===== src/hdl/yrc_pkg.sv =====
// ----------------------------------------------------------------------------
// yrc_pkg
// Shared types and constants for the YCbCr 4:2:0 to RGB converter.
// ----------------------------------------------------------------------------
package yrc_pkg;

    localparam int CFG_DIM_W   = 13;   // width of the image size registers
    localparam int CFG_IDX_W   = 2;
    localparam int ROW_W       = 12;
    localparam int HEIGHT_LIMIT = 4096;
    localparam int QUEUE_DEPTH = 2;

    // BT.601 limited range, coefficients in units of 1/16384
    localparam logic signed [16:0] COEF_Y  = 17'sd19071;
    localparam logic signed [16:0] COEF_RV = 17'sd26149;
    localparam logic signed [16:0] COEF_GV = 17'sd13320;
    localparam logic signed [16:0] COEF_GU = 17'sd6406;
    localparam logic signed [16:0] COEF_BU = 17'sd33063;
    localparam logic [7:0]         LUMA_OFFSET   = 8'd16;
    localparam logic [7:0]         CHROMA_OFFSET = 8'd128;
    localparam logic [7:0]         ALPHA_OPAQUE  = 8'hFF;
    localparam int                 FRAC_BITS     = 14;

    typedef enum logic [CFG_IDX_W-1:0] {
        CFG_IMAGE_WIDTH  = 2'd0,
        CFG_IMAGE_HEIGHT = 2'd1,
        CFG_ALPHA_ENABLE = 2'd2
    } cfg_reg_t;

    // classified pixel handed from front to back
    typedef struct packed {
        logic [7:0]  luma;
        logic [7:0]  cr;
        logic [7:0]  cb;
        logic [7:0]  alpha;
        logic        row_end;
        logic        frame_end;
    } pixel_t;

    // products of the first arithmetic stage
    typedef struct packed {
        logic signed [26:0] ys;
        logic signed [26:0] rv;
        logic signed [26:0] gv;
        logic signed [26:0] gu;
        logic signed [26:0] bu;
        logic [7:0]         alpha;
        logic               row_end;
        logic               frame_end;
    } product_t;

    function automatic logic [7:0] clamp_shift(input logic signed [27:0] sum);
        logic [7:0] res;
        if (sum < 0)
            res = 8'd0;
        else if (sum[27:FRAC_BITS+8] != '0)
            res = 8'd255;
        else
            res = sum[FRAC_BITS+7:FRAC_BITS];
        return res;
    endfunction

endpackage


===== src/hdl/yrc_back.sv =====
// ----------------------------------------------------------------------------
// yrc_back
// Colour conversion: multiply stage, then sum, floor and clamp into the
// output register.
// ----------------------------------------------------------------------------
module yrc_back (
    input  logic            clk,
    input  logic            rst_n,
    input  logic            in_valid,
    output logic            in_ready,
    input  yrc_pkg::pixel_t in_item,
    output logic            out_valid,
    input  logic            out_ready,
    output logic [31:0]     out_pixel,
    output logic            out_row_end,
    output logic            out_frame_end
);
    import yrc_pkg::*;

    logic               s1_valid_reg;
    product_t           s1_reg, s1_next;
    logic               o_valid_reg;
    logic [31:0]        o_data_reg, o_data_next;
    logic               o_row_end_reg, o_frame_end_reg;
    logic               o_ready, s1_ready;
    logic signed [9:0]  yd, ud, vd;
    logic signed [27:0] sum_r, sum_g, sum_b;

    assign o_ready  = !o_valid_reg || out_ready;
    assign s1_ready = !s1_valid_reg || o_ready;
    assign in_ready = s1_ready;

    always_comb
    begin
        yd = $signed({2'b00, in_item.luma}) - $signed({2'b00, LUMA_OFFSET});
        ud = $signed({2'b00, in_item.cb}) - $signed({2'b00, CHROMA_OFFSET});
        vd = $signed({2'b00, in_item.cr}) - $signed({2'b00, CHROMA_OFFSET});
        s1_next.ys        = 27'(COEF_Y * yd);
        s1_next.rv        = 27'(COEF_RV * vd);
        s1_next.gv        = 27'(COEF_GV * vd);
        s1_next.gu        = 27'(COEF_GU * ud);
        s1_next.bu        = 27'(COEF_BU * ud);
        s1_next.alpha     = in_item.alpha;
        s1_next.row_end   = in_item.row_end;
        s1_next.frame_end = in_item.frame_end;
    end

    always_comb
    begin
        sum_r = 28'(s1_reg.ys) + 28'(s1_reg.rv);
        sum_g = 28'(s1_reg.ys) - 28'(s1_reg.gv) - 28'(s1_reg.gu);
        sum_b = 28'(s1_reg.ys) + 28'(s1_reg.bu);
        o_data_next = {s1_reg.alpha, clamp_shift(sum_b), clamp_shift(sum_g),
                       clamp_shift(sum_r)};
    end

    always_ff @(posedge clk or negedge rst_n)
    begin
        if (!rst_n)
        begin
            s1_valid_reg <= 1'b0;
            o_valid_reg  <= 1'b0;
        end
        else
        begin
            if (s1_ready)
                s1_valid_reg <= in_valid;
            if (o_ready)
                o_valid_reg <= s1_valid_reg;
        end
    end

    always_ff @(posedge clk)
    begin
        if (s1_ready && in_valid)
            s1_reg <= s1_next;
        if (o_ready && s1_valid_reg)
        begin
            o_data_reg      <= o_data_next;
            o_row_end_reg   <= s1_reg.row_end;
            o_frame_end_reg <= s1_reg.frame_end;
        end
    end

    assign out_valid     = o_valid_reg;
    assign out_pixel     = o_data_reg;
    assign out_row_end   = o_row_end_reg;
    assign out_frame_end = o_frame_end_reg;

endmodule


===== config.mk =====
export PLATFORM = sky130hd
export DESIGN_NAME = yrc_back
export DESIGN_NICKNAME = d
export VERILOG_FILES = /design/src/hdl/yrc_pkg.sv /design/src/hdl/yrc_back.sv
export SDC_FILE = /design/constraint.sdc
export NUM_CORES = 1
export LEC_CHECK = 0
export BUFFER_PORTS_ARGS = -buffer_cell sky130_fd_sc_hd__buf_4
export CORE_AREA = 5 5 187 189
export DETAILED_ROUTE_END_ITERATION = 8
export DIE_AREA = 0 0 192 194
export PLACE_DENSITY_LB_ADDON = 0.2
export SYNTH_ARGS = -nofsm -noshare
export SYNTH_HDL_FRONTEND = slang
export SYNTH_SLANG_ARGS = --single-unit

===== constraint.sdc =====
create_clock -name clk -period 3.64 [get_ports clk]
set_clock_uncertainty 0.1 [all_clocks]
set_input_delay 0.364 -clock clk [delete_from_list [all_inputs] [get_ports clk]]
set_output_delay 0.364 -clock clk [all_outputs]
set_load 0.1 [all_outputs]

# Word-level counts from Yosys, hierarchy flattened
# Index checks and enable logic that the tools add are counted.
# totals
register_bits	165
latchBits	0
mem_bits_rw	0
rom_bits	0
in_bits	38
elab_cells	43
n_memories	0
# op_classes
n_addsub	7
mul	5
div	0
order_cmp	3
eq_ne	0
n_shift	0
n_mux	3
bitwise_logic	0
reduce_logical	9
# op_table
op	n
$lt 27x1->1 const B	2
$mul 16x9->25 const A	2
$add 25x26->27	1
$sub 26x23->27	1
$add 25x25->26	1
$lt 26x1->1 const B	1
$mul 17x9->26 const A	1
$sub 25x24->26	1
$mux 8	3
$mul 13x9->22 const A	1
$mul 12x9->21 const A	1
$reduce_bool 6->1	3
$sub 8x8->9 const B	2
$sub 8x5->9 const B	1
$logic_and 1x1->1	2
$logic_not 1->1	2
$logic_or 1x1->1	2

# Depth between registers and ports, before layout
# Gate-level depths: netlist of run 1.
# depth
word_depth	4
ltp_mapped	22
mapped_depth_nobuf	22

# Worst setup path before layout of run 1
# OpenSTA, ideal clock, no wires.
# synth_timing
path_kind	register to register
from	register o_valid_reg (netlist: out_valid)
to	register s1_reg (netlist bit o_data_next[24]) (enable)
arrival_time_ps	4729
required_ps	3042
path_slack_ps	-1687
path_stages_with_launch	3
path_cell_list	dfrtp_1 -> nand3b_1 -> and2_1
# synth_via
elab_chain_len	4
# synth_lines
element	line_no	source
from (decl)	yrc_back.sv:22	logic o_valid_reg;
from (signal assigned)	yrc_back.sv:69	o_valid_reg <= s1_valid_reg;
$logic_not 1->1	yrc_back.sv:29	assign o_ready = !o_valid_reg || out_ready;
$logic_or 1x1->1	yrc_back.sv:29	
$logic_or 1x1->1	yrc_back.sv:30	assign s1_ready = !s1_valid_reg || o_ready;
via in_ready	yrc_back.sv:10	output logic in_ready,
$logic_and 1x1->1	yrc_back.sv:75	if (s1_ready && in_valid)
to (signal assigned)	yrc_back.sv:76	s1_reg <= s1_next;
to (decl)	yrc_back.sv:21	product_t s1_reg, s1_next;
# The timed path passes the listed nets, and every way through them passes these cells.
# A chain may end at the register's enable or synchronous reset.

==> run summary, run 1 <==
Of the total power, the share spent switching nets is approximately 43%. The first global-routing pass estimated roughly 64000 µm of wire. The count of placed standard cells including taps is 2334.

The aggregate routed wire length is 39240 µm. The antenna cell count is 0. The initial antenna violation count came out at 0. The internal power component came out at 9595 µW.

The required time of the worst setup path is 3.75 ns. The tree built by TritonCTS fans out to between 150 and 200 sinks. The mean instance size in the synthesized netlist came out at 11.04 µm².

The library cells used most frequently in the layout, excluding fill and tap cells, are buf_4 (366), ha_1 (355), inv_1 (233). The via count of the first global-routing pass is 13340. For this run, the top clock speed supported by timing is 0.2197 GHz. The number of flip-flops in the largest register came out at 117. The first-pass iteration count of the detailed router is 5. During placement, the flow inserted port buffers numbering 73. The flow ran to the end, but the final reports show violations.

The final number of setup-violating endpoints is 50. The mux cell area share after synthesis came out at 0.2078%. The count of pins over their slew limit came out at 0. The placed standard-cell area came out at 20710 µm². The final design area excluding fillers is between 20000 and 25000 µm². The core region is between 30000 and 40000 µm². The net count after synthesis came out at 2074. The layout overhead on the synthesized area came out at 35.47%. The fraction of the yosys area taken by sequential cells is 28.62%. For the worst setup path, the data arrival time is 4.67 ns. The summed instance area of the synthesized netlist is between 15000 and 20000 µm².

In this run, the combinational gates consume 70.5% of the power. The post-synthesis simple-gate area fraction came out at 6.019%. Across all setup checks in the final design, the least slack found is -0.9113 ns.

The number of levels the H-tree was split into is 4. The clock latency reported for the late side of the worst-skew pair is 0.45 ns. The sequential cell fraction of total power came out at 18.3%. The fill cell instance count of the final layout came out at 2395.

The die area came out at approximately 37000 µm². The classification of the worst setup path is in2reg. The number of warning messages in the yosys log is 0.

The actual slew at the worst max-slew pin is 0.5313 ns. Tracing the worst setup path back leads to its startpoint at in_item[26]. The fraction of final layout cells with drive strength greater than 1 came out at roughly a third. The die height came out at 194 µm. The via-per-instance ratio came out at roughly 5.2.

The power density over cell area came out at 737.6 nW/µm². The cell chosen for the clock root is clkbuf_16. After Yosys synthesis, full adders, half adders and majority gates account for approximately 42% of the synthesized area.

The aggregate global-route resource usage came out at 21.31%. The checks that failed: setup timing. The share of total power dissipated in the clock network is between 10% and 20%. The violation count after the first detailed-routing iteration is 444. The cell row count came out at 67. The number of buffers created by CTS came out at 17. The total via count after detailed routing is between 10000 and 15000. At the end of routability-driven placement, the weighted congestion stood at 0.9110. The switching power is 7252 µW. Of the total synthesized cell area, the portion taken by XOR and XNOR cells is 5.299%.

The clock tree from TritonCTS is yes. The I/O pin count came out at 74. The count of state elements after synthesis came out at around 160. The number of nets in the final layout came out at about 2500. The worst setup path is captured at a flip-flop. The non-filler instance count after layout is 2434. The number of design rule violations left after detail routing came out at 0. The leakage power of the design is 0.01110 µW. The half-perimeter wire length after placement came out at between 30000 and 40000 µm. The peak ir drop on the vdd network came out at 600.0 µV. The routed design could run at a clock period as short as 4.551 ns.

Across the run, the number of max-cap violations was 0. The share of the synthesized area in compound gates (AO/OA/AOI/OAI) came out at 11.38%. No sink is reached through more buffers than the 2 on the longest clock path. The horizontal die dimension is 192 µm. The most used flip-flop cell after synthesis is edfxtp_1. The final period utilization is 125.0%. The main combinational cell family by area after synthesis is adder cells.

The number of cells produced by synthesis is 1527. The kind of path behind the tightest hold check is in2reg. The final core utilization is 68.97%.

Along the worst path, the maximum fanout reaches 3. Entering global routing, the biggest net connects 71 pins. The number of enable-type register cells in the synthesized netlist came out at 159. Dividing the detail-routed wire length by the instance count gives 16.12 µm. The register clock-pin slew on the reported worst setup and hold paths came out at 0.08 ns. The most common library cell in the layout ignoring fill and taps is buf_4.

The number of distinct library cells after synthesis came out at 70. The final number of hold-violating endpoints is 0. The kind of launch point of the worst setup path is an input port. The startpoint of the lowest-slack hold path is in_valid.

The initial cell density of the core is 50.92%. Setup repair after global routing could not meet its margin everywhere. The overall overflow remaining after global route came out at 0.

Headroom to the max-slew limit came out at 64.58%. Once detail routing completed, the nets flagged for antenna violations numbered 0. The post-synthesis async set-or-reset flop share came out at 1.242%.

The startpoint identified for the worst register-to-register timing path is s1_reg[131].
==> timing repair <==
item / CTS / global route
gates cloned: 0 / 0
endpoints found under the setup margin: 58 / 74
hold endpoints to repair: 12 / 0
resized for setup: 118 / 108
pin swaps: 104 / 106
buffers inserted: 48 / 34
hold buffers: 11 / 0
==> path summary, 6_finish.rpt <==
check | to | slack, ns | depth (start not counted)
min in group asynchronous | out_valid | 0.14 | 2
min | s1_valid_reg | 0.04 | 2
min reg2reg | out_pixel[26] | 0.32 | 0
max | s1_reg[142] | -0.91 | 20
max reg2reg | out_pixel[11] | 0.15 | 12
max in group asynchronous | s1_valid_reg | 3.21 | 2
==> per-stage QoR <==
step                      setup WS [ns]  TNS, ns  hold slack, ns  total power [µW]
after floorplan                  -1.266   -30.26        -0.03159             10030
after global placement           -1.508   -47.12         0.04713             13180
after detailed placement         -1.554   -50.40         0.04961             13510
after CTS                       -0.9257   -18.45         0.02669             16060
after global routing             -1.104   -26.62         0.02665             18200
final                           -0.9113   -19.62         0.03686             16850
==> logic make-up after synthesis <==
logic type	count (synthesis)
buf+inv	273
fa+ha+maj	509
flops	161
simple gates	204
xor+xnor	102
compound gates	275
mux	3
==> cell usage after synthesis, types with 4 or more instances <==
cell type,instances,area [µm²]
o21ai_1,8,40.04
o21ai_0,33,165.2
o21a_1,26,195.2
a31oi_1,16,100.1
a21oi_1,83,415.4
or3_1,4,25.02
nor2b_1,11,68.82
xnor2_1,72,630.6
and3_1,7,43.79
and2_1,8,50.05
fa_1,104,2082
o21bai_1,12,90.09
nand3_1,20,100.1
o211ai_1,6,45.04
nor3_1,22,110.1
o41ai_1,4,35.03
nand2_1,43,161.4
nand4_1,8,50.05
nand2b_1,9,56.30
a21o_1,34,255.2
inv_1,270,1013
or2_2,6,37.54
xor2_1,30,262.8
edfxtp_1,159,4775
nand3b_1,5,37.54
nor2_1,50,187.7
ha_1,405,5067
a211oi_1,12,90.09
==> power groups by stage <==
stage / Clock, µW / Sequential (µW) / Combinational (µW)
after global placement: 0 / 3120 / 10100
after detailed placement: 0 / 3130 / 10400
after global routing: 2000 / 3110 / 13100
after floorplan: 0 / 3540 / 6490
after CTS: 1920 / 3090 / 11100
final: 1890 / 3080 / 11900
==> critical path, stage by stage <==
cell	delay, ns
buf_6	0.10
fa_1	0.56
inv_2	0.06
fa_1	0.48
inv_1	0.04
ha_1	0.28
inv_2	0.04
fa_1	0.51
inv_2	0.05
ha_4	0.24
ha_4	0.23
a21o_1	0.16
a21oi_2	0.17
o21bai_2	0.10
o311ai_2	0.27
a31oi_1	0.16
a311o_1	0.30
a21o_1	0.22
a221oi_2	0.27
xnor2_1	0.08
==> routing by layer <==
layer | wire (µm) | GRT usage (%) | up-vias
met1 | 17520 | 27.69 | 6092
met3 | 1262 | 2.917 | 58
met4 | 1069 | 6.524 | 0
met5 | 0 | 0 | -
li1 | - | - | 6271
met2 | 19390 | 36.91 | 190
==> final cells by class <==
class / count / area [µm²] / share of cell area (%)
Clock buffer: 17 / 425.4 / 1.863
Clock inverter: 15 / 185.2 / 0.8108
Inverter: 270 / 1037 / 4.541
Multi-Input combinational cell: 1093 / 12320 / 53.94
Sequential cell: 161 / 4825 / 21.12
Tap cell: 448 / 560.5 / 2.454
Timing Repair Buffer: 430 / 3487 / 15.27
Power figures use the tool's default switching activity.
==> run 2: changes to the inputs <==
--- a/config.mk
+++ b/config.mk
@@ -5,10 +5,11 @@
 export SDC_FILE = /design/constraint.sdc
 export NUM_CORES = 1
 export LEC_CHECK = 0
+export ABC_AREA = 1
 export BUFFER_PORTS_ARGS = -buffer_cell sky130_fd_sc_hd__buf_4
-export CORE_AREA = 5 5 187 189
+export CORE_AREA = 5 5 203 205
 export DETAILED_ROUTE_END_ITERATION = 8
-export DIE_AREA = 0 0 192 194
+export DIE_AREA = 0 0 208 210
 export PLACE_DENSITY_LB_ADDON = 0.2
 export SYNTH_ARGS = -nofsm -noshare
 export SYNTH_HDL_FRONTEND = slang
==> run 2 against run 1 <==
The run still ends with setup timing left. Synthesized cell count is 62% higher. Cell area up 12%. Final cell count rose by 39%. Register-to-register slack improved by 0.34 ns. Sequential cell count did not move. Combinational power increased by 38%. Clock power grew 8%. Global-route usage increased by 4.0 points. Total power grew 30%. Non-clock buffer count down 77. Via count increased by 36%. First-iteration DRC count rose by 97%. Largest power group unchanged.
==> run summary, run 2 <==
The arrival time at the worst endpoint is 4.05 ns (-0.62 ns). The mean instance size in the synthesized netlist came out at 8.107 µm² (-27%). The top cell types in the final layout, fill and taps aside, are nand2_1 (553), inv_1 (500), ha_1 (345).

The fill cell instance count of the final layout is 3336 (+39%). In the synthesized netlist, the cells that appear most often are nand2_1 (577), inv_1 (528), ha_1 (405). The clock share of power was 9.4% (-1.8 points). The slack of the worst reg-to-reg path came to 0.49 ns (+0.34 ns). The overall overflow remaining after global route was 0 (unchanged). The via-per-instance ratio is 5.063 (-2.3%). STA classifies the critical path endpoint as a flip-flop. The aggregate global-route resource usage is 25.30% (+4.0 points). The critical path is of the in2reg type. The number of nets in the final layout came out at 3399 (+35%).

The antenna cell count is 0 (unchanged). The power density over cell area came out at 854.0 nW/µm² (+16%). The peak ir drop on the vdd network is 548.9 µV (-8.5%). The horizontal die dimension is 208 µm (+8.3%). The average detailed-routed wire length per instance is 16.24 µm (+0.70%). The share of the synthesized area in compound gates (AO/OA/AOI/OAI) came out at 6.594% (-4.8 points). The total power came out at 21840 µW (+30%). The clock latency reported for the late side of the worst-skew pair came to 0.45 ns (about the same). The sink count of the clock tree is 161 (unchanged). The final worst slack is -0.3152 ns (+0.5962 ns). The remaining antenna violation count came out at 0 (unchanged). The number of warning messages in the yosys log was 0 (unchanged). The half-perimeter wire length after placement is 47320 µm (+48%). The post-synthesis simple-gate area fraction is 19.76% (+14 points).

The proportion of netlist area held by the largest area contributor was 25.19% (-4.9 points). The initial antenna violation count is 1 (+1). The combinational share of power was 75.3% (+4.8 points).

The layout overhead on the synthesized area is 27.15%. The final critical path time including I/O delays and setup came out at 3.955 ns (-0.5962 ns). The most common library cell in the layout ignoring fill and taps is nand2_1. The synthesized-area fraction occupied by xor and xnor cells came out at 4.087% (-1.2 points). The largest driver fanout on the critical path was 4 (+1). The cell row count came out at 73 (+9.0%). The required time of the worst setup path came to 3.73 ns (-0.02 ns). The final period utilization came to 108.7% (-16 points).

The actual slew at the worst max-slew pin is 1.001 ns (+0.4698 ns). The register clock-pin slew on the reported worst setup and hold paths came out at 0.07 ns (about the same). The final core utilization was 65.12% (-3.9 points).

The number of flip-flops in the largest register is 117 (unchanged). The post-synthesis async set-or-reset flop share came out at 1.242% (unchanged). The leakage power of the design is 0.01345 µW (+21%). The number of levels the H-tree was split into came to 4 (unchanged). The number of distinct library cells after synthesis is 41 (-41%). The aggregate routed wire length came out at 55040 µm (+40%). The global-route wire length before repair came out at 88430 µm (+39%). The final reports fail on setup timing.

The clock tree from TritonCTS is yes. The share of synthesized cell area in full adder, half adder and majority cells came out at 35.54% (-6.9 points). The number of buffers created by CTS came out at 17 (unchanged).

The first-pass iteration count of the detailed router came out at 5 (unchanged). The die area is 43680 µm² (+17%). The total via count after detailed routing is 17160 (+36%). The synthesized design spends more area on one cell type than any other, namely ha_1. The count of max-cap constraint violations was 0 (unchanged). The highest clock rate is 0.2528 GHz (+15%). The maximum root-to-sink buffer count is 2 (unchanged). The count of state elements after synthesis was 161 (unchanged).

In this run the worst hold path is classified as in2reg. The violation count after the first detailed-routing iteration was 873 (+97%). The final number of hold-violating endpoints came out at 0 (unchanged). The kind of launch point of the worst setup path is an input port. The placed standard-cell area came out at 24150 µm² (+17%). The summed instance area of the synthesized netlist is 20110 µm² (+19%). The flow ran to the end, but the final reports show violations. The number of cells produced by synthesis came out at 2481 (+62%). The count of placed standard cells including taps came out at 3333 (+43%). Setup repair after global routing could not meet its margin everywhere. After synthesis, the cell types taking the most area are ha_1 (25%), edfxtp_1 (24%), nand2_1 (11%). The final design area excluding fillers was 25570 µm² (+12%). The main combinational cell family by area after synthesis is adder cells. The fraction of final layout cells with drive strength greater than 1 came to 21.61% (-13 points).

The via count of the first global-routing pass was 17210 (+29%). The sequential cell fraction of total power came to 15.3% (-3.0 points). The fraction of the yosys area taken by sequential cells came out at 23.99% (-4.6 points). The internal power component is 10750 µW (+12%). The I/O pin count is 74 (unchanged).

The count of pins over their slew limit came to 0 (unchanged). The net count after synthesis came out at 3028 (+46%). The initial cell density of the core came out at 51.21% (+0.30 points). The non-filler instance count after layout came out at 3390 (+39%). The pin count of the biggest net entering global routing is 79 (+11%). The worst hold-check slack came out at 0.09526 ns (+0.05840 ns). The final estimated routing congestion in global placement came out at 0.9639 (+5.8%). The cell chosen for the clock root is clkbuf_16. The switching power came to 11100 µW (+53%).

The number of design rule violations left after detail routing is 0 (unchanged). The number of enable-type register cells in the synthesized netlist came out at 159 (unchanged). The worst slew margin relative to its limit was 33.11% (-31 points). The die height came out at 210 µm (+8.2%). The core box area is 39280 µm² (+19%). The fraction of power spent switching nets came out at 50.80% (+7.8 points). The mux cell area share after synthesis is 0% (-0.21 points). Yosys instantiated no cell more often than nand2_1.

The final number of setup-violating endpoints is 16 (-68%). For this run, the leading register cell type out of synthesis is edfxtp_1. The quantity of I/O buffers inserted on ports came to 73 (unchanged).
run 2: cell count changes in the layout (fill, tap and decap cells not counted), sizes merged, moves of 13 or more:
cell    previous run  this run
o21a              26         4
xnor2             72        20
nand3             20       124
a21oi             84       135
inv              278       538
a21o              34        13
a211oi            14         1
nor2              50       157
nand2             43       587
buf              419       342
xor2              30        73
nand4              8        41
run 2: cell type report:
cell class | instances | area (µm²) | share of cell area (%)
Clock buffer | 17 | 425.4 | 1.663
Clock inverter | 15 | 245.2 | 0.9589
Inverter | 536 | 2042 | 7.984
Multi-Input combinational cell | 1783 | 14620 | 57.16
Sequential cell | 161 | 4828 | 18.88
Tap cell | 525 | 656.9 | 2.568
Timing Repair Buffer | 353 | 2759 | 10.79
run 2: power by group through the flow:
stage	Sequential [µW]	Clock, µW	Combinational, µW
2_1_floorplan	3840	0	10100
3_3_place_gp	3390	0	15200
3_5_place_dp	3390	0	15400
4_1_cts	3360	2080	15700
5_1_grt	3390	2170	18300
6_report	3350	2050	16400
run 2: what timing repair did:
action / 4_1_cts / 5_1_grt
pin swaps: 7 / 49
hold endpoints to repair: 12 / 0
buffers inserted: 2 / 14
gates resized for setup: 26 / 86
hold buffers: 11 / 0
setup endpoints to repair: 23 / 44
run 2: logic make-up (layout without fill, tap and decap cells):
logic type | Yosys count | after routing
AOI/OAI and AO/OA | 239 | 239
buffers and inverters | 537 | 921
xor gates and xnor gates | 93 | 93
and+or+nand+nor | 942 | 942
DFF | 161 | 161
adders and majority gates | 509 | 509
run 2: per-stage QoR:
step	setup TNS, ns	worst slack [ns]
5_1_grt	-6.699	-0.4996
4_1_cts	-3.116	-0.3310
6_report	-3.430	-0.3152
3_3_place_gp	-26.17	-0.8450
3_5_place_dp	-28.44	-0.9060
2_1_floorplan	-12.69	-0.6002
run 2: final timing paths:
kind	start	end	cells past startpoint
min in group asynchronous	rst_n	out_valid	2
worst min-delay path	in_valid	s1_valid_reg	3
worst max register to register	s1_reg[132]	out_pixel[12]	14
max in group asynchronous	rst_n	out_valid	2
worst max-delay path	in_item[30]	s1_reg[132]	21
worst min register to register	o_data_next[29]	out_pixel[29]	0
run 2: per-layer routing:
| metal | wire [µm] | global-route usage [%] |
|---|---|---|
| met3 | 3366 | 4.629 |
| met2 | 24860 | 41.06 |
| met5 | 13 | 0 |
| met4 | 1766 | 8.018 |
| met1 | 25030 | 34.70 |
run 2: worst max-delay path: stages:
cell and delay [ns]:
buf_8 0.08, clkinvlp_4 0.09, ha_4 0.19, xnor2_4 0.18, inv_2 0.10, ha_4 0.30, ha_4 0.13, inv_2 0.03
fa_1 0.48, inv_1 0.05, fa_1 0.47, fa_2 0.61, ha_4 0.22, nand2_4 0.08, inv_4 0.03, a21boi_4 0.16
buf_6 0.12, o21ai_4 0.07, nand3_1 0.07, nand2_1 0.06, xor2_1 0.15
