$ cat config.mk
export PLATFORM = sky130hd
export DESIGN_NAME = yrc_queue
export DESIGN_NICKNAME = d
export VERILOG_FILES = /design/src/hdl/yrc_pkg.sv /design/src/hdl/yrc_queue.sv
export SDC_FILE = /design/constraint.sdc
export NUM_CORES = 1
export LEC_CHECK = 0
export BUFFER_PORTS_ARGS = -buffer_cell sky130_fd_sc_hd__buf_2
export CAP_MARGIN = 20
export CELL_PAD_IN_SITES_DETAIL_PLACEMENT = 1
export CELL_PAD_IN_SITES_GLOBAL_PLACEMENT = 2
export CORE_MARGIN = 2
export CORE_UTILIZATION = 38
export CTS_CLUSTER_DIAMETER = 100
export DETAILED_ROUTE_END_ITERATION = 8
export PLACE_DENSITY = 0.86
export SLEW_MARGIN = 30
export SYNTH_ARGS = -nofsm -noshare
export SYNTH_HDL_FRONTEND = slang
export SYNTH_SLANG_ARGS = --single-unit
$ cat constraint.sdc
create_clock -name clk -period 3.2 [get_ports clk]
set_clock_uncertainty 0.1 [all_clocks]
set_input_delay 0.32 -clock clk [delete_from_list [all_inputs] [get_ports clk]]
set_output_delay 0.32 -clock clk [all_outputs]
set_load 0.05 [all_outputs]
$ cat src/hdl/yrc_pkg.sv
// ----------------------------------------------------------------------------
// yrc_pkg
// Shared types and constants for the YCbCr 4:2:0 to RGB converter.
// ----------------------------------------------------------------------------
package yrc_pkg;

    localparam int CFG_DIM_W   = 13;   // width of the image size registers
    localparam int CFG_IDX_W   = 2;
    localparam int ROW_W       = 12;
    localparam int HEIGHT_LIMIT = 4096;
    localparam int QUEUE_DEPTH = 2;

    // BT.601 limited range, coefficients in units of 1/16384
    localparam logic signed [16:0] COEF_Y  = 17'sd19071;
    localparam logic signed [16:0] COEF_RV = 17'sd26149;
    localparam logic signed [16:0] COEF_GV = 17'sd13320;
    localparam logic signed [16:0] COEF_GU = 17'sd6406;
    localparam logic signed [16:0] COEF_BU = 17'sd33063;
    localparam logic [7:0]         LUMA_OFFSET   = 8'd16;
    localparam logic [7:0]         CHROMA_OFFSET = 8'd128;
    localparam logic [7:0]         ALPHA_OPAQUE  = 8'hFF;
    localparam int                 FRAC_BITS     = 14;

    typedef enum logic [CFG_IDX_W-1:0] {
        CFG_IMAGE_WIDTH  = 2'd0,
        CFG_IMAGE_HEIGHT = 2'd1,
        CFG_ALPHA_ENABLE = 2'd2
    } cfg_reg_t;

    // classified pixel handed from front to back
    typedef struct packed {
        logic [7:0]  luma;
        logic [7:0]  cr;
        logic [7:0]  cb;
        logic [7:0]  alpha;
        logic        row_end;
        logic        frame_end;
    } pixel_t;

    // products of the first arithmetic stage
    typedef struct packed {
        logic signed [26:0] ys;
        logic signed [26:0] rv;
        logic signed [26:0] gv;
        logic signed [26:0] gu;
        logic signed [26:0] bu;
        logic [7:0]         alpha;
        logic               row_end;
        logic               frame_end;
    } product_t;

    function automatic logic [7:0] clamp_shift(input logic signed [27:0] sum);
        logic [7:0] res;
        if (sum < 0)
            res = 8'd0;
        else if (sum[27:FRAC_BITS+8] != '0)
            res = 8'd255;
        else
            res = sum[FRAC_BITS+7:FRAC_BITS];
        return res;
    endfunction

endpackage

$ cat src/hdl/yrc_queue.sv
// ----------------------------------------------------------------------------
// yrc_queue
// Short FIFO of classified pixels between front and back.
// ----------------------------------------------------------------------------
module yrc_queue (
    input  logic            clk,
    input  logic            rst_n,
    input  logic            wr_valid,
    output logic            wr_ready,
    input  yrc_pkg::pixel_t wr_item,
    output logic            rd_valid,
    input  logic            rd_ready,
    output yrc_pkg::pixel_t rd_item
);
    import yrc_pkg::*;

    localparam int PW = $clog2(QUEUE_DEPTH);

    pixel_t          entry_reg [QUEUE_DEPTH];
    logic [PW-1:0]   wr_ptr_reg, rd_ptr_reg;
    logic [PW:0]     count_reg;
    logic            push, pop;

    assign wr_ready = count_reg != (PW + 1)'(QUEUE_DEPTH);
    assign rd_valid = count_reg != '0;
    assign push     = wr_valid && wr_ready;
    assign pop      = rd_valid && rd_ready;
    assign rd_item  = entry_reg[rd_ptr_reg];

    always_ff @(posedge clk or negedge rst_n)
    begin
        if (!rst_n)
        begin
            wr_ptr_reg <= '0;
            rd_ptr_reg <= '0;
            count_reg  <= '0;
        end
        else
        begin
            if (push)
                wr_ptr_reg <= wr_ptr_reg + 1'b1;
            if (pop)
                rd_ptr_reg <= rd_ptr_reg + 1'b1;
            if (push && !pop)
                count_reg <= count_reg + 1'b1;
            else if (pop && !push)
                count_reg <= count_reg - 1'b1;
        end
    end

    always_ff @(posedge clk)
    begin
        if (push)
            entry_reg[wr_ptr_reg] <= wr_item;
    end

endmodule

# Yosys cells after proc, flatten, opt, wreduce, memory -nomap -nowiden
# Memory sizes are Yosys's and may differ from the RTL's.
# Index checks and enable logic that the tools add are counted.
dict set report word_totals {
  ff_bits 4
  ramBits 68
  inputBits 38
  out_inout_bits 36
  wordCells 21
  memories 1
}
dict set report op_classes {
  add_sub_neg 4
  eq_ne 1
  mux 4
  n_reduce_logical 8
}
# memory depth width read_ports rd_clocked_by_memory_dff wr line
set mem_list {}
lappend mem_list {entry_reg 2 34 1 0 1 yrc_queue.sv:19} ;# pixel_t entry_reg [QUEUE_DEPTH];
# op n
set ops {}
lappend ops {{logical AND 1 bit} 4}
lappend ops {{two-way mux 2 bit} 2}
lappend ops {{nonzero test 2 bit} 2}
lappend ops {{adder 1 bit (second input constant)} 2}
lappend ops {{adder 2 x 1 -> 2 bit (second input constant)} 1}
lappend ops {{zero test 1 bit} 2}
lappend ops {{two-way mux 1 bit} 2}
lappend ops {{inequality test 2 bit (second input constant)} 1}
lappend ops {{subtractor 2 x 1 -> 2 bit (second input constant)} 1}

# Logic depth before layout (Yosys ltp)
# Gate-level depths: netlist of run 1.
dict set report logic_depth {
  word_depth 6
  ltp_mapped 7
  mapped_depth_nobuf 7
}

# Least setup slack after synthesis of run 1
# No wires, ideal clock.
dict set report synth_timing {
  path_kind {register to register}
  start {register count_reg[0]}
  end {memory entry_reg[0][0] in the netlist's numbering, enable pin}
  setup_ns 0.425
  t_arrival_ns 2.508
  required_time_ns 2.675
  setup_slack_ns 0.167
  stages_incl_launch_ff 4
  path_buffers 0
  period_less_slack_ns 3.033
  cell_sequence {dfrtp_1 > nand2b_1 > nand2_1 > nor2_1}
}
dict set report synth_between {
  elab_chain_len 4
}
# item line
set synth_rtl {}
lappend synth_rtl {{start: declaration} yrc_queue.sv:21} ;# logic [PW:0] count_reg;
lappend synth_rtl {{start signal: assignment} yrc_queue.sv:45} ;# count_reg <= count_reg + 1'b1;
lappend synth_rtl {{start signal: assignment} yrc_queue.sv:47} ;# count_reg <= count_reg - 1'b1;
lappend synth_rtl {{inequality test 2 bit} yrc_queue.sv:24} ;# assign wr_ready = count_reg != (PW + 1)'(QUEUE_DEPTH);
lappend synth_rtl {{net wr_ready} yrc_queue.sv:9} ;# output logic wr_ready,
lappend synth_rtl {{logical AND 1 bit} yrc_queue.sv:26} ;# assign push = wr_valid && wr_ready;
lappend synth_rtl {{two-way mux 1 bit} yrc_queue.sv:53} ;# if (push)
lappend synth_rtl {{two-way mux 1 bit (implied by the code)} yrc_queue.sv:54} ;# entry_reg[wr_ptr_reg] <= wr_item;
lappend synth_rtl {{end: declaration} yrc_queue.sv:19}
# The timed path passes the listed nets, and every way through them passes these cells.

==> impl_results.html, run 1 <==
<table>
<tr><th>Metric</th><th>Value</th></tr>
<tr><th colspan="2">Status</th></tr>
<tr><td>Run status</td><td>finished clean</td></tr>
<tr><th colspan="2">Layout</th></tr>
<tr><td>Number of flip-flops under the largest register name</td><td>68</td></tr>
<tr><td>Number of fill cells</td><td>between 600 and 700</td></tr>
<tr><td>Non-filler cells in the finished layout</td><td>312</td></tr>
<tr><td>Total area of multi-input combinational cells</td><td>591 sq um</td></tr>
<tr><td>N_diodes</td><td>0</td></tr>
<tr><td>Area Overhead vs Synth</td><td>24.3%</td></tr>
<tr><td>Layout cells sized above 1</td><td>0.601</td></tr>
<tr><td>FF/Latch Area</td><td>about 0.0021 sq mm</td></tr>
<tr><td>Fin nets</td><td>between 200 and 250</td></tr>
<tr><th colspan="2">Timing</th></tr>
<tr><td>Relative slew slack</td><td>0.459</td></tr>
<tr><td>Maximum operating frequency</td><td>~450 MHz</td></tr>
<tr><td>Slew at the pin closest to its max-slew limit</td><td>between 0.8 and 0.9 ns</td></tr>
<tr><td>Final Hold Viols</td><td>0</td></tr>
<tr><td>Post-route fraction of the period consumed by the critical path</td><td>0.697</td></tr>
<tr><td>Crit path time final</td><td>~2.2 ns</td></tr>
<tr><td>Final sum of negative setup slack</td><td>0 ns</td></tr>
<tr><td>Slew Limit Fails</td><td>0</td></tr>
<tr><td>Setup repair after global routing missed its margin</td><td>no</td></tr>
<tr><td>Final Setup Violations</td><td>0</td></tr>
<tr><th colspan="2">Clocking</th></tr>
<tr><td>Hold Buf Count CTS</td><td>1</td></tr>
<tr><td>Post-CTS resize count</td><td>0</td></tr>
<tr><td>Cell at the root of the clock tree</td><td>sky130_fd_sc_hd__clkbuf_8</td></tr>
<tr><td>TritonCTS clock tree</td><td>built</td></tr>
<tr><td>TritonCTS Buffers</td><td>9</td></tr>
<tr><td>CTS Buffer Depth</td><td>2</td></tr>
<tr><td>Skew-Pair Late Insertion Delay</td><td>between 0.3 and 0.4 ns</td></tr>
<tr><td>Clock sinks</td><td>72</td></tr>
<tr><td>Clock transition at path regs</td><td>0.08 ns</td></tr>
<tr><td>CTS HTree Levels</td><td>3</td></tr>
<tr><td>Number of buffers inserted by post-CTS setup repair</td><td>0</td></tr>
<tr><th colspan="2">Yosys</th></tr>
<tr><td>Count of state elements after synthesis</td><td>between 70 and 80</td></tr>
<tr><td>Post-Synthesis Cells</td><td>about 120</td></tr>
<tr><td>Synthesized-area fraction occupied by ao, oa, aoi and oai cells</td><td>0</td></tr>
<tr><td>Synthesized netlist net count</td><td>between 150 and 200</td></tr>
<tr><td>Post-Synth Adder-Cell Area</td><td>0.00447</td></tr>
<tr><td>Number of distinct library cells after synthesis</td><td>15</td></tr>
<tr><td>Synthesized-area fraction occupied by xor and xnor cells</td><td>0.0156</td></tr>
<tr><td>Count of synthesis-stage warnings from yosys</td><td>0</td></tr>
<tr><td>Simple-Gate Fraction of Synth Area</td><td>0.0121</td></tr>
<tr><td>Share of synthesized area occupied by flip-flops and latches</td><td>0.765</td></tr>
<tr><td>Syn Std Cell Area</td><td>between 0.002 and 0.003 sq mm</td></tr>
<tr><td>Mux cell area share after synthesis</td><td>0.176</td></tr>
<tr><td>Combinational family with the most area after synthesis</td><td>multiplexers</td></tr>
<tr><td>Avg Inst Size Synth</td><td>~23 sq um</td></tr>
<tr><th colspan="2">Setup path</th></tr>
<tr><td>CP startpoint kind</td><td>flip-flop</td></tr>
<tr><td>Cell depth of the worst setup path</td><td>3</td></tr>
<tr><td>Worst Path Max Fanout</td><td>14</td></tr>
<tr><td>Crit end category</td><td>output port</td></tr>
<tr><td>Number of cells on the worst reg-to-reg path</td><td>4</td></tr>
<tr><td>Maximum single-stage delay on the critical path</td><td>0.60 ns</td></tr>
<tr><td>Arrival time worst endpoint</td><td>around 1.8 ns</td></tr>
<tr><td>CP max stage cell</td><td>sky130_fd_sc_hd__dfrtp_2</td></tr>
<tr><td>End of the worst register-to-register path</td><td>entry_reg[0][8]</td></tr>
<tr><td>Reg2Reg Setup Slack</td><td>between 1 and 1.5 ns</td></tr>
<tr><td>CP delay by family, top</td><td>flip-flops</td></tr>
<tr><td>Number of buffer and inverter stages on the critical path</td><td>2</td></tr>
<tr><td>Sequence of cells on the critical path</td><td>buf_4, mux2_4, buf_2</td></tr>
<tr><td>Critical path type</td><td>flip-flop to output port</td></tr>
<tr><td>Launch point of the worst reg-to-reg path</td><td>count_reg[0]</td></tr>
<tr><td>Data required time of the critical path</td><td>2.78 ns</td></tr>
<tr><th colspan="2">Floorplanning</th></tr>
<tr><td>Die W</td><td>89.8 microns</td></tr>
<tr><td>Number of I/O pins</td><td>between 70 and 80</td></tr>
<tr><td>Core outline area</td><td>0.00718 sq mm</td></tr>
<tr><td>Die span in y</td><td>roughly 90 microns</td></tr>
<tr><td>Total die area</td><td>approximately 0.008 sq mm</td></tr>
<tr><td>Initial core utilization</td><td>0.390</td></tr>
<tr><td>Row count</td><td>31</td></tr>
<tr><th colspan="2">Place</th></tr>
<tr><td>Cells after DPL</td><td>about 300</td></tr>
<tr><td>Final RePlAce weighted congestion</td><td>~0.67</td></tr>
<tr><td>Input/output buffers</td><td>73</td></tr>
<tr><td>Detailed Place HPWL</td><td>roughly 3500 microns</td></tr>
<tr><th colspan="2">GRT</th></tr>
<tr><td>Number of global-route vias before repair</td><td>1519</td></tr>
<tr><td>Overall overflow remaining after global route</td><td>0</td></tr>
<tr><td>Antenna violations before repair</td><td>0</td></tr>
<tr><td>First-pass GRT wire length</td><td>7910 microns</td></tr>
<tr><td>Global-route usage over all layers</td><td>0.129</td></tr>
<tr><td>Pin count of the biggest net entering global routing</td><td>35</td></tr>
<tr><th colspan="2">Worst hold path</th></tr>
<tr><td>End point of the most critical hold path</td><td>entry_reg[0][24]</td></tr>
<tr><td>Origin of the worst min-delay path</td><td>wr_item[24]</td></tr>
<tr><td>Worst hold path stage count</td><td>1</td></tr>
<tr><td>Path type of the worst min-delay path</td><td>primary input to flip-flop</td></tr>
<tr><th colspan="2">Drt</th></tr>
<tr><td>Vias per Instance</td><td>roughly 4.4</td></tr>
<tr><td>Remaining antenna violation count after routing</td><td>0</td></tr>
<tr><td>Count of TritonRoute iterations in the first routing pass</td><td>4</td></tr>
<tr><td>Number of DRC violations after detailed-routing iteration 0</td><td>74</td></tr>
<tr><td>Via Count</td><td>roughly 1400</td></tr>
<tr><td>Post-detailed-route DRC marker count</td><td>0</td></tr>
<tr><td>Mean routed wirelength per cell</td><td>about 16 microns</td></tr>
<tr><td>Final wirelength</td><td>between 4000 and 5000 microns</td></tr>
<tr><th colspan="2">Power and ir drop</th></tr>
<tr><td>Cell leakage power</td><td>~1.4 nW</td></tr>
<tr><td>Areal power density over the cells</td><td>around 1100 mW/mm^2</td></tr>
<tr><td>Worst IR Drop VDD</td><td>547 uV</td></tr>
<tr><th colspan="2">Job</th></tr>
<tr><td>Number of max-cap violations</td><td>0</td></tr>
</table>
==> how the worst max path moves through the flow <==
stage            startpoint              end  slack [ns]
2_1_floorplan  count_reg[0]  entry_reg[0][0]        0.17
3_3_place_gp     rd_ptr_reg      rd_item[17]        1.31
3_5_place_dp   count_reg[0]  entry_reg[0][8]        1.29
4_1_cts          rd_ptr_reg      rd_item[17]        0.92
5_1_grt          rd_ptr_reg      rd_item[17]        0.89
6_report         rd_ptr_reg      rd_item[17]        0.97
==> kinds of logic (layout without fill, tap and decap cells) <==
logic type / after synthesis / after routing
muxes: 34 / 34
DFF: 72 / 72
buffers and inverters: 5 / 94
adders and majority gates: 1 / 1
xor gates and xnor gates: 5 / 5
and+or+nand+nor: 7 / 7
==> per-stage QoR <==
| step | total power (W) | util | hold WS [ns] | cell area, sq um | setup WS (ns) |
|---|---|---|---|---|---|
| 2_1_floorplan | 0.00282 | - | -0.0756 | 2800 | 0.167 |
| 6_report | 0.00381 | 0.485 | 0.0640 | 3480 | 0.970 |
| 5_1_grt | 0.00398 | 0.485 | 0.0510 | 3480 | 0.889 |
| 4_1_cts | 0.00386 | 0.485 | 0.0458 | 3480 | 0.922 |
| 3_3_place_gp | 0.00305 | 0.453 | 0.0362 | 3250 | 1.31 |
| 3_5_place_dp | 0.00308 | 0.453 | 0.0431 | 3250 | 1.29 |
==> placed cells by master, fill, tap and decap left out, drive strengths merged, types with 3 or more instances in the layout <==
cell type	count
dfrtp	4
clkbuf	9
clkinv	3
edfxtp	68
mux2	34
xnor2	3
buf	76
==> synthesized netlist by cell type (all sizes together) <==
cell,count,area share
edfxtp,68,0.73
mux2,34,0.18
buf,4,0.025
dfrtp,4,0.036
xnor2,3,0.0094
nand2,2,0.0027
nor2,2,0.0027
xor2,2,0.0063
and3,1,0.0022
ha,1,0.0045
inv,1,0.0013
nand2b,1,0.0022
or2,1,0.0022
==> cell type report <==
class	count	share of cell area
clock buffers	9	0.0356
clock inverters	7	0.0277
inverters	1	0.00108
multi-input cells	47	0.170
flip-flops and latches	72	0.616
well taps	99	0.0356
repair buffers	77	0.114
==> power breakdown <==
group | total [W] | internal [W] | switching, W
registers | 0.00140 | 0.00130 | 0.000109
logic | 0.00162 | 0.000525 | 0.00110
clock network | 0.000781 | 0.000439 | 0.000342
total | 0.00381 | 0.00226 | 0.00155
==> layer usage <==
metal  global-route usage  wire length, microns  share of wire
met1                0.145                  1970           0.40
met2                0.220                  2570           0.52
met3               0.0402                   314          0.063
met4               0.0692                    95          0.019
met5                    0                     0              0
Power figures use the tool's default switching activity.
==> run 2: changes to the inputs <==
clock period = 2.25 ns   (was 3.2 ns; I/O delays follow)
==> run 2 against run 1 <==
Non-clock buffer count is 35 higher. Cell area grew 10%. Setup slack worse by 0.80 ns. Routed wire length grew 20%. Utilization rose by 5.0 points. Via count grew 13%. Die area stayed put. Total power increased by 46%. Flip-flop and latch count unchanged. Critical path depth stayed put. Final cell count grew 11%. Largest power group unchanged.
==> impl_results.html, run 2 (synthesized netlist as in run 1, its figures left out) <==
<table>
<tr><th>Metric</th><th>Value</th></tr>
<tr><th colspan="2">Floorplanning</th></tr>
<tr><td>Number of I/O pins</td><td>74</td></tr>
<tr><td>Die span in y</td><td>approximately 90 microns</td></tr>
<tr><td>Row count</td><td>31</td></tr>
<tr><td>Die W</td><td>89.8 microns</td></tr>
<tr><td>Total die area</td><td>just over 0.008 sq mm</td></tr>
<tr><td>Initial core utilization</td><td>0.390</td></tr>
<tr><td>Core outline area</td><td>~0.0072 sq mm</td></tr>
<tr><th colspan="2">Layout</th></tr>
<tr><td>Core utilization of the finished layout</td><td>0.535</td></tr>
<tr><td>N_diodes</td><td>0</td></tr>
<tr><td>Number of flip-flops under the largest register name</td><td>between 60 and 70</td></tr>
<tr><td>Layout cells sized above 1</td><td>0.520</td></tr>
<tr><td>Number of fill cells</td><td>~680</td></tr>
<tr><td>Area Overhead vs Synth</td><td>37.2%</td></tr>
<tr><td>Commonest non-fill, non-tap cells in the layout</td><td>73 x sky130_fd_sc_hd__buf_2, 68 x sky130_fd_sc_hd__edfxtp_1, 35 x sky130_fd_sc_hd__dlygate4sd3_1</td></tr>
<tr><td>Most common cell after layout, fill and taps aside</td><td>sky130_fd_sc_hd__buf_2</td></tr>
<tr><td>Non-filler cells in the finished layout</td><td>around 350</td></tr>
<tr><td>Fin nets</td><td>282</td></tr>
<tr><th colspan="2">Setup path</th></tr>
<tr><td>Critical path type</td><td>flip-flop to output port</td></tr>
<tr><td>Launch point of the worst reg-to-reg path</td><td>count_reg[0]</td></tr>
<tr><td>Reg2Reg Setup Slack</td><td>0.58 ns</td></tr>
<tr><td>CP startpoint kind</td><td>flip-flop</td></tr>
<tr><td>Crit end category</td><td>output port</td></tr>
<tr><td>Arrival time worst endpoint</td><td>roughly 1.8 ns</td></tr>
<tr><td>Worst Path Max Fanout</td><td>24</td></tr>
<tr><td>End of the worst register-to-register path</td><td>entry_reg[1][5]</td></tr>
<tr><td>Data required time of the critical path</td><td>1.92 ns</td></tr>
<tr><td>Number of cells on the worst reg-to-reg path</td><td>3</td></tr>
<tr><th colspan="2">Clocking</th></tr>
<tr><td>Clock sinks</td><td>roughly 70</td></tr>
<tr><td>Cell at the root of the clock tree</td><td>sky130_fd_sc_hd__clkbuf_8</td></tr>
<tr><td>Hold Buf Count CTS</td><td>35</td></tr>
<tr><td>Number of buffers inserted by post-CTS setup repair</td><td>0</td></tr>
<tr><td>CTS Buffer Depth</td><td>2</td></tr>
<tr><td>TritonCTS Buffers</td><td>9</td></tr>
<tr><td>Post-CTS resize count</td><td>0</td></tr>
<tr><td>Skew-Pair Late Insertion Delay</td><td>roughly 0.34 ns</td></tr>
<tr><td>Clock transition at path regs</td><td>approximately 0.07 ns</td></tr>
<tr><td>TritonCTS clock tree</td><td>built</td></tr>
<tr><td>CTS HTree Levels</td><td>3</td></tr>
<tr><th colspan="2">Power and ir drop</th></tr>
<tr><td>Switching part of the total power</td><td>0.410</td></tr>
<tr><td>Int Power</td><td>between 0.003 and 0.004 W</td></tr>
<tr><td>Worst IR Drop VDD</td><td>between 600 and 700 uV</td></tr>
<tr><td>Share of power burned in the clock network</td><td>0.202</td></tr>
<tr><td>Cell leakage power</td><td>1.55 nW</td></tr>
<tr><td>Areal power density over the cells</td><td>about 1400 mW/mm^2</td></tr>
<tr><td>Part of the total power dissipated in sequential elements</td><td>0.358</td></tr>
<tr><td>Gate power share</td><td>0.440</td></tr>
<tr><td>Net load switching power</td><td>roughly 0.0023 W</td></tr>
<tr><td>Final total power</td><td>between 0.005 and 0.006 W</td></tr>
<tr><th colspan="2">GRT</th></tr>
<tr><td>Overall overflow remaining after global route</td><td>0</td></tr>
<tr><td>Global-route usage over all layers</td><td>0.158</td></tr>
<tr><td>First-pass GRT wire length</td><td>9340 microns</td></tr>
<tr><td>Pin count of the biggest net entering global routing</td><td>35</td></tr>
<tr><td>Number of global-route vias before repair</td><td>1695</td></tr>
<tr><td>Antenna violations before repair</td><td>0</td></tr>
<tr><th colspan="2">Worst hold path</th></tr>
<tr><td>Path type of the worst min-delay path</td><td>primary input to flip-flop</td></tr>
<tr><td>End point of the most critical hold path</td><td>rd_ptr_reg</td></tr>
<tr><td>Worst hold path stage count</td><td>3</td></tr>
<tr><td>Origin of the worst min-delay path</td><td>rd_ready</td></tr>
<tr><th colspan="2">Drt</th></tr>
<tr><td>Number of DRC violations after detailed-routing iteration 0</td><td>75</td></tr>
<tr><td>Remaining antenna violation count after routing</td><td>0</td></tr>
<tr><td>Count of TritonRoute iterations in the first routing pass</td><td>4</td></tr>
<tr><td>Mean routed wirelength per cell</td><td>17.1 microns</td></tr>
<tr><td>Vias per Instance</td><td>4.50</td></tr>
<tr><td>Post-detailed-route DRC marker count</td><td>0</td></tr>
<tr><td>Via Count</td><td>~1600</td></tr>
<tr><td>Final wirelength</td><td>between 5000 and 6000 microns</td></tr>
<tr><th colspan="2">Job</th></tr>
<tr><td>Number of max-cap violations</td><td>0</td></tr>
<tr><th colspan="2">Timing</th></tr>
<tr><td>Slew Limit Fails</td><td>0</td></tr>
<tr><td>Final Setup Violations</td><td>0</td></tr>
<tr><td>Final Hold Viols</td><td>0</td></tr>
<tr><td>Slew at the pin closest to its max-slew limit</td><td>approximately 0.5 ns</td></tr>
<tr><td>Post-route fraction of the period consumed by the critical path</td><td>0.924</td></tr>
<tr><td>Maximum operating frequency</td><td>slightly below 500 MHz</td></tr>
<tr><td>Relative slew slack</td><td>0.674</td></tr>
<tr><td>Setup repair after global routing missed its margin</td><td>no</td></tr>
<tr><td>Crit path time final</td><td>2.08 ns</td></tr>
<tr><td>PnR worst setup slack</td><td>between 0.15 and 0.2 ns</td></tr>
<tr><td>Final sum of negative setup slack</td><td>0 ns</td></tr>
<tr><th colspan="2">Place</th></tr>
<tr><td>Final RePlAce weighted congestion</td><td>between 0.6 and 0.7</td></tr>
<tr><td>Input/output buffers</td><td>73</td></tr>
<tr><td>Minimum setup slack after placement</td><td>0.527 ns</td></tr>
<tr><td>Cells after DPL</td><td>296</td></tr>
<tr><td>Detailed Place HPWL</td><td>roughly 3400 microns</td></tr>
<tr><th colspan="2">Status</th></tr>
<tr><td>Run status</td><td>finished clean</td></tr>
</table>
==> run 2: cell types whose count changed in the layout (fill, tap and decap cells not counted), sizes merged <==
cell         change
dlygate4sd3     +34
clkbuf           +1
buf              +1
inv              +1
clkinv           -2
==> run 2: power groups by stage <==
stage                     combinational (W)  sequential [W]  clock [W]
after floorplan                     0.00208         0.00194          0
final                               0.00244         0.00199    0.00112
after CTS                           0.00245         0.00199    0.00116
after global routing                0.00254         0.00202    0.00122
after global placement              0.00237         0.00200          0
after detailed placement            0.00240         0.00202          0
==> run 2: stage by stage <==
stage | hold slack [ns] | area [sq um]
6_report | 0.109 | 3840
3_5_place_dp | -0.0582 | 3270
3_3_place_gp | -0.0553 | 3270
5_1_grt | 0.109 | 3840
2_1_floorplan | -0.171 | 2810
4_1_cts | 0.0864 | 3840
==> run 2: area by class of cell <==
class / count / area, sq um / share of cell area
clock buffer: 10 / 128 / 0.0332
timing repair buffer: 112 / 758 / 0.197
inverter: 1 / 3.75 / 0.000978
clock inverter: 6 / 92.6 / 0.0241
tap: 99 / 124 / 0.0323
multi-input combinational: 47 / 591 / 0.154
sequential: 72 / 2140 / 0.558
==> run 2: worst max-delay path, cell delays in order, from the launching register on <==
cell,delay (ns)
sky130_fd_sc_hd__dfrtp_2,0.58
sky130_fd_sc_hd__buf_12,0.26
sky130_fd_sc_hd__mux2_4,0.33
sky130_fd_sc_hd__buf_2,0.21
==> run 2: metal layers <==
| layer | part of all wire | global-route usage | wire length (microns) | vias up |
|---|---|---|---|---|
| li1 | - | - | - | 713 |
| met1 | 0.40 | 0.179 | 2390 | 783 |
| met2 | 0.54 | 0.264 | 3190 | 55 |
| met3 | 0.044 | 0.0478 | 259 | 12 |
| met4 | 0.020 | 0.0949 | 119 | 0 |
| met5 | 0 | 0 | 0 | - |
==> run 2: worst max-delay path by stage <==
stage / cells past startpoint / to / start
floorplan: 3 / entry_reg[0][0] / count_reg[0]
global placement: 3 / rd_item[6] / rd_ptr_reg
detailed placement: 3 / rd_item[6] / rd_ptr_reg
CTS: 3 / rd_item[3] / rd_ptr_reg
global route: 3 / rd_item[15] / rd_ptr_reg
finish: 3 / rd_item[6] / rd_ptr_reg
==> run 3: changes to the inputs <==
ABC_AREA = 1   (was default)
CORE_UTILIZATION = 34   (was 38)
MAX_ROUTING_LAYER = met4   (was default)
==> run 3 against run 2 <==
Setup slack better by 0.21 ns. Register-to-register slack better by 0.04 ns. Sequential power is 2% lower. Combinational power is 6% higher. Via count is 20% higher. Worst hold slack worse by 0.038 ns. Critical path depth is 1 higher. Maximum frequency is 11% higher. Critical path type unchanged. Clock-buffer cell count is 2 higher.
==> impl_results.html, run 3 <==
<table>
<tr><th>Metric</th><th>Value</th></tr>
<tr><th colspan="2">Status</th></tr>
<tr><td>Run status</td><td>finished clean</td></tr>
<tr><th colspan="2">Clocking</th></tr>
<tr><td>Clock transition at path regs</td><td>approximately 0.07 ns</td></tr>
<tr><td>TritonCTS Buffers</td><td>9</td></tr>
<tr><td>Post-CTS resize count</td><td>0</td></tr>
<tr><td>Cell at the root of the clock tree</td><td>sky130_fd_sc_hd__clkbuf_8</td></tr>
<tr><td>TritonCTS clock tree</td><td>built</td></tr>
<tr><td>Clock sinks</td><td>72</td></tr>
<tr><td>CTS HTree Levels</td><td>3</td></tr>
<tr><td>Skew-Pair Late Insertion Delay</td><td>0.33 ns</td></tr>
<tr><td>CTS Buffer Depth</td><td>2</td></tr>
<tr><th colspan="2">Layout</th></tr>
<tr><td>Area Overhead vs Synth</td><td>35.4%</td></tr>
<tr><td>Fin nets</td><td>between 300 and 400</td></tr>
<tr><td>N_diodes</td><td>0</td></tr>
<tr><td>Commonest non-fill, non-tap cells in the layout</td><td>99 x sky130_fd_sc_hd__nand2_1, 73 x sky130_fd_sc_hd__buf_2, 68 x sky130_fd_sc_hd__edfxtp_1</td></tr>
<tr><td>Most common cell after layout, fill and taps aside</td><td>sky130_fd_sc_hd__nand2_1</td></tr>
<tr><td>Number of fill cells</td><td>roughly 840</td></tr>
<tr><td>Number of flip-flops under the largest register name</td><td>68</td></tr>
<tr><td>Layout cells sized above 1</td><td>0.329</td></tr>
<tr><th colspan="2">GRT</th></tr>
<tr><td>Antenna violations before repair</td><td>0</td></tr>
<tr><td>Global-route usage over all layers</td><td>0.154</td></tr>
<tr><td>Pin count of the biggest net entering global routing</td><td>36</td></tr>
<tr><td>Number of global-route vias before repair</td><td>2029</td></tr>
<tr><td>Overall overflow remaining after global route</td><td>0</td></tr>
<tr><td>First-pass GRT wire length</td><td>9780 microns</td></tr>
<tr><th colspan="2">Setup path</th></tr>
<tr><td>Launch point of the worst path</td><td>rd_ptr_reg</td></tr>
<tr><td>Arrival time worst endpoint</td><td>approximately 1.6 ns</td></tr>
<tr><td>Critical path type</td><td>flip-flop to output port</td></tr>
<tr><td>Capture point of the worst path</td><td>rd_item[5]</td></tr>
<tr><td>Number of cells on the worst reg-to-reg path</td><td>5</td></tr>
<tr><td>Data required time of the critical path</td><td>1.92 ns</td></tr>
<tr><td>Worst Path Max Fanout</td><td>17</td></tr>
<tr><td>End of the worst register-to-register path</td><td>entry_reg[0][16]</td></tr>
<tr><td>CP startpoint kind</td><td>flip-flop</td></tr>
<tr><td>Launch point of the worst reg-to-reg path</td><td>count_reg[0]</td></tr>
<tr><td>Reg2Reg Setup Slack</td><td>between 0.6 and 0.7 ns</td></tr>
<tr><td>Crit end category</td><td>output port</td></tr>
<tr><th colspan="2">Floorplanning</th></tr>
<tr><td>Die span in y</td><td>roughly 94 microns</td></tr>
<tr><td>Initial core utilization</td><td>0.353</td></tr>
<tr><td>Core outline area</td><td>just under 0.008 sq mm</td></tr>
<tr><td>Row count</td><td>32</td></tr>
<tr><td>Total die area</td><td>0.00885 sq mm</td></tr>
<tr><td>Number of I/O pins</td><td>74</td></tr>
<tr><td>Die W</td><td>about 94 microns</td></tr>
<tr><th colspan="2">Worst hold path</th></tr>
<tr><td>Path type of the worst min-delay path</td><td>primary input to flip-flop</td></tr>
<tr><th colspan="2">Power and ir drop</th></tr>
<tr><td>Final total power</td><td>~0.0054 W</td></tr>
<tr><td>Worst IR Drop VDD</td><td>between 500 and 600 uV</td></tr>
<tr><td>Areal power density over the cells</td><td>1440 mW/mm^2</td></tr>
<tr><td>Cell leakage power</td><td>around 1.6 nW</td></tr>
<tr><th colspan="2">Job</th></tr>
<tr><td>Number of max-cap violations</td><td>0</td></tr>
<tr><th colspan="2">Yosys</th></tr>
<tr><td>Yosys top cell area share</td><td>0.740</td></tr>
<tr><td>Avg Inst Size Synth</td><td>13.4 sq um</td></tr>
<tr><td>Synthesized netlist net count</td><td>~250</td></tr>
<tr><td>Flip-flop cell with the highest count after synthesis</td><td>sky130_fd_sc_hd__edfxtp_1</td></tr>
<tr><td>Top cells by area in the synthesized netlist</td><td>sky130_fd_sc_hd__edfxtp_1 74%, sky130_fd_sc_hd__nand2_1 13%, sky130_fd_sc_hd__dfrtp_1 3.6%</td></tr>
<tr><td>Syn Std Cell Area</td><td>0.00276 sq mm</td></tr>
<tr><td>Biggest area consumer among synthesized cells</td><td>sky130_fd_sc_hd__edfxtp_1</td></tr>
<tr><td>Post-Synthesis Cells</td><td>just over 200</td></tr>
<tr><td>Count of synthesis-stage warnings from yosys</td><td>0</td></tr>
<tr><td>Fraction of registers with async set or reset after synthesis</td><td>0.0556</td></tr>
<tr><td>Share of synthesized area occupied by flip-flops and latches</td><td>0.776</td></tr>
<tr><td>Count of state elements after synthesis</td><td>slightly above 70</td></tr>
<tr><td>Number of synthesized flops with an enable pin</td><td>between 60 and 70</td></tr>
<tr><td>Number of distinct library cells after synthesis</td><td>16</td></tr>
<tr><td>Most common library cells after synthesis</td><td>99 x sky130_fd_sc_hd__nand2_1, 68 x sky130_fd_sc_hd__edfxtp_1, 13 x sky130_fd_sc_hd__nand2_2</td></tr>
<tr><td>Cell with the most instances after synthesis</td><td>sky130_fd_sc_hd__nand2_1</td></tr>
<tr><th colspan="2">Timing</th></tr>
<tr><td>Maximum operating frequency</td><td>around 530 MHz</td></tr>
<tr><td>Post-route fraction of the period consumed by the critical path</td><td>0.833</td></tr>
<tr><td>Relative slew slack</td><td>0.681</td></tr>
<tr><td>Final Hold Viols</td><td>0</td></tr>
<tr><td>Setup repair after global routing missed its margin</td><td>no</td></tr>
<tr><td>Slew at the pin closest to its max-slew limit</td><td>roughly 0.48 ns</td></tr>
<tr><td>PnR worst setup slack</td><td>~0.38 ns</td></tr>
<tr><td>Crit path time final</td><td>between 1.5 and 2 ns</td></tr>
<tr><td>Final sum of negative setup slack</td><td>0 ns</td></tr>
<tr><td>Final Setup Violations</td><td>0</td></tr>
<tr><td>Slew Limit Fails</td><td>0</td></tr>
<tr><th colspan="2">Place</th></tr>
<tr><td>Detailed Place HPWL</td><td>approximately 4000 microns</td></tr>
<tr><td>Minimum setup slack after placement</td><td>about 0.6 ns</td></tr>
<tr><td>Final RePlAce weighted congestion</td><td>0.638</td></tr>
<tr><td>Input/output buffers</td><td>73</td></tr>
<tr><th colspan="2">Drt</th></tr>
<tr><td>Mean routed wirelength per cell</td><td>14.0 microns</td></tr>
<tr><td>Final wirelength</td><td>between 6000 and 7000 microns</td></tr>
<tr><td>Number of DRC violations after detailed-routing iteration 0</td><td>64</td></tr>
<tr><td>Vias per Instance</td><td>~4.4</td></tr>
<tr><td>Remaining antenna violation count after routing</td><td>0</td></tr>
<tr><td>Via Count</td><td>approximately 1900</td></tr>
<tr><td>Count of TritonRoute iterations in the first routing pass</td><td>4</td></tr>
<tr><td>Post-detailed-route DRC marker count</td><td>0</td></tr>
</table>
run 3: cell types whose count changed after synthesis, moves of 2 or more:
cell / change
sky130_fd_sc_hd__buf_6: +2
sky130_fd_sc_hd__xnor2_1: -2
sky130_fd_sc_hd__mux2_2: -5
sky130_fd_sc_hd__buf_12: -2
sky130_fd_sc_hd__nand2_1: +97
sky130_fd_sc_hd__inv_1: +4
sky130_fd_sc_hd__nand3_1: +2
sky130_fd_sc_hd__buf_4: +3
sky130_fd_sc_hd__nand2_2: +13
sky130_fd_sc_hd__mux2_4: -29
run 3: cells by family (layout without fill, tap and decap cells):
group | Yosys count | after routing | share of synthesized area
buf+inv | 14 | 136 | 0.0399
flops | 72 | 72 | 0.776
xor+xnor | 2 | 2 | 0.00635
simple gates | 117 | 117 | 0.173
fa+ha+maj | 1 | 1 | 0.00453
run 3: power breakdown:
group / internal (W) / switching, W / leakage, nW
sequential: 0.00184 / 0.000116 / 0.680
combinational: 0.000556 / 0.00203 / 0.854
clock: 0.000395 / 0.000437 / 0.0801
run 3: metal layers:
metal / global-route usage / vias up / part of all wire
li1: - / 918 / -
met1: 0.157 / 894 / 0.40
met2: 0.281 / 48 / 0.55
met3: 0.0329 / 13 / 0.036
met4: 0.0688 / 0 / 0.019
met5: - / - / 0
run 3: critical path, cell delays in order (launching register included):
cell	delay, ns
sky130_fd_sc_hd__dfrtp_1	0.48
sky130_fd_sc_hd__buf_4	0.28
sky130_fd_sc_hd__nand2_1	0.09
sky130_fd_sc_hd__nand2_1	0.09
sky130_fd_sc_hd__buf_2	0.26
run 3: what timing repair did:
item,CTS,global route
hold buffers,35,0
endpoints found under the hold margin,72,0
setup endpoints to repair,0,0
buffers inserted,0,0
run 3: through the flow:
stage	hold slack [ns]	area, sq um	util	cells
6_report	0.0710	3740	0.479	430
5_1_grt	0.0922	3740	0.479	430
4_1_cts	0.0678	3740	0.479	430
3_5_place_dp	-0.0533	3230	0.413	379
3_3_place_gp	-0.0594	3230	0.413	379
2_1_floorplan	-0.171	2760	-	206
run 3: area by class of cell:
| cell class | count | area [sq um] | area share |
|---|---|---|---|
| clock buffers | 12 | 135 | 0.0362 |
| well taps | 102 | 128 | 0.0342 |
| inverters | 7 | 33.8 | 0.00904 |
| flip-flops and latches | 72 | 2140 | 0.573 |
| repair buffers | 113 | 753 | 0.202 |
| multi-input cells | 120 | 522 | 0.140 |
| clock inverters | 4 | 22.5 | 0.00603 |
run 3: worst min path at each step:
stage                  start           end  depth (start not counted)
finish              rd_ready    rd_ptr_reg                          3
global route        rd_ready    rd_ptr_reg                          3
CTS                 rd_ready    rd_ptr_reg                          3
detailed placement     rst_n  count_reg[0]                          1
global placement       rst_n  count_reg[1]                          1
floorplan              rst_n  count_reg[0]                          0
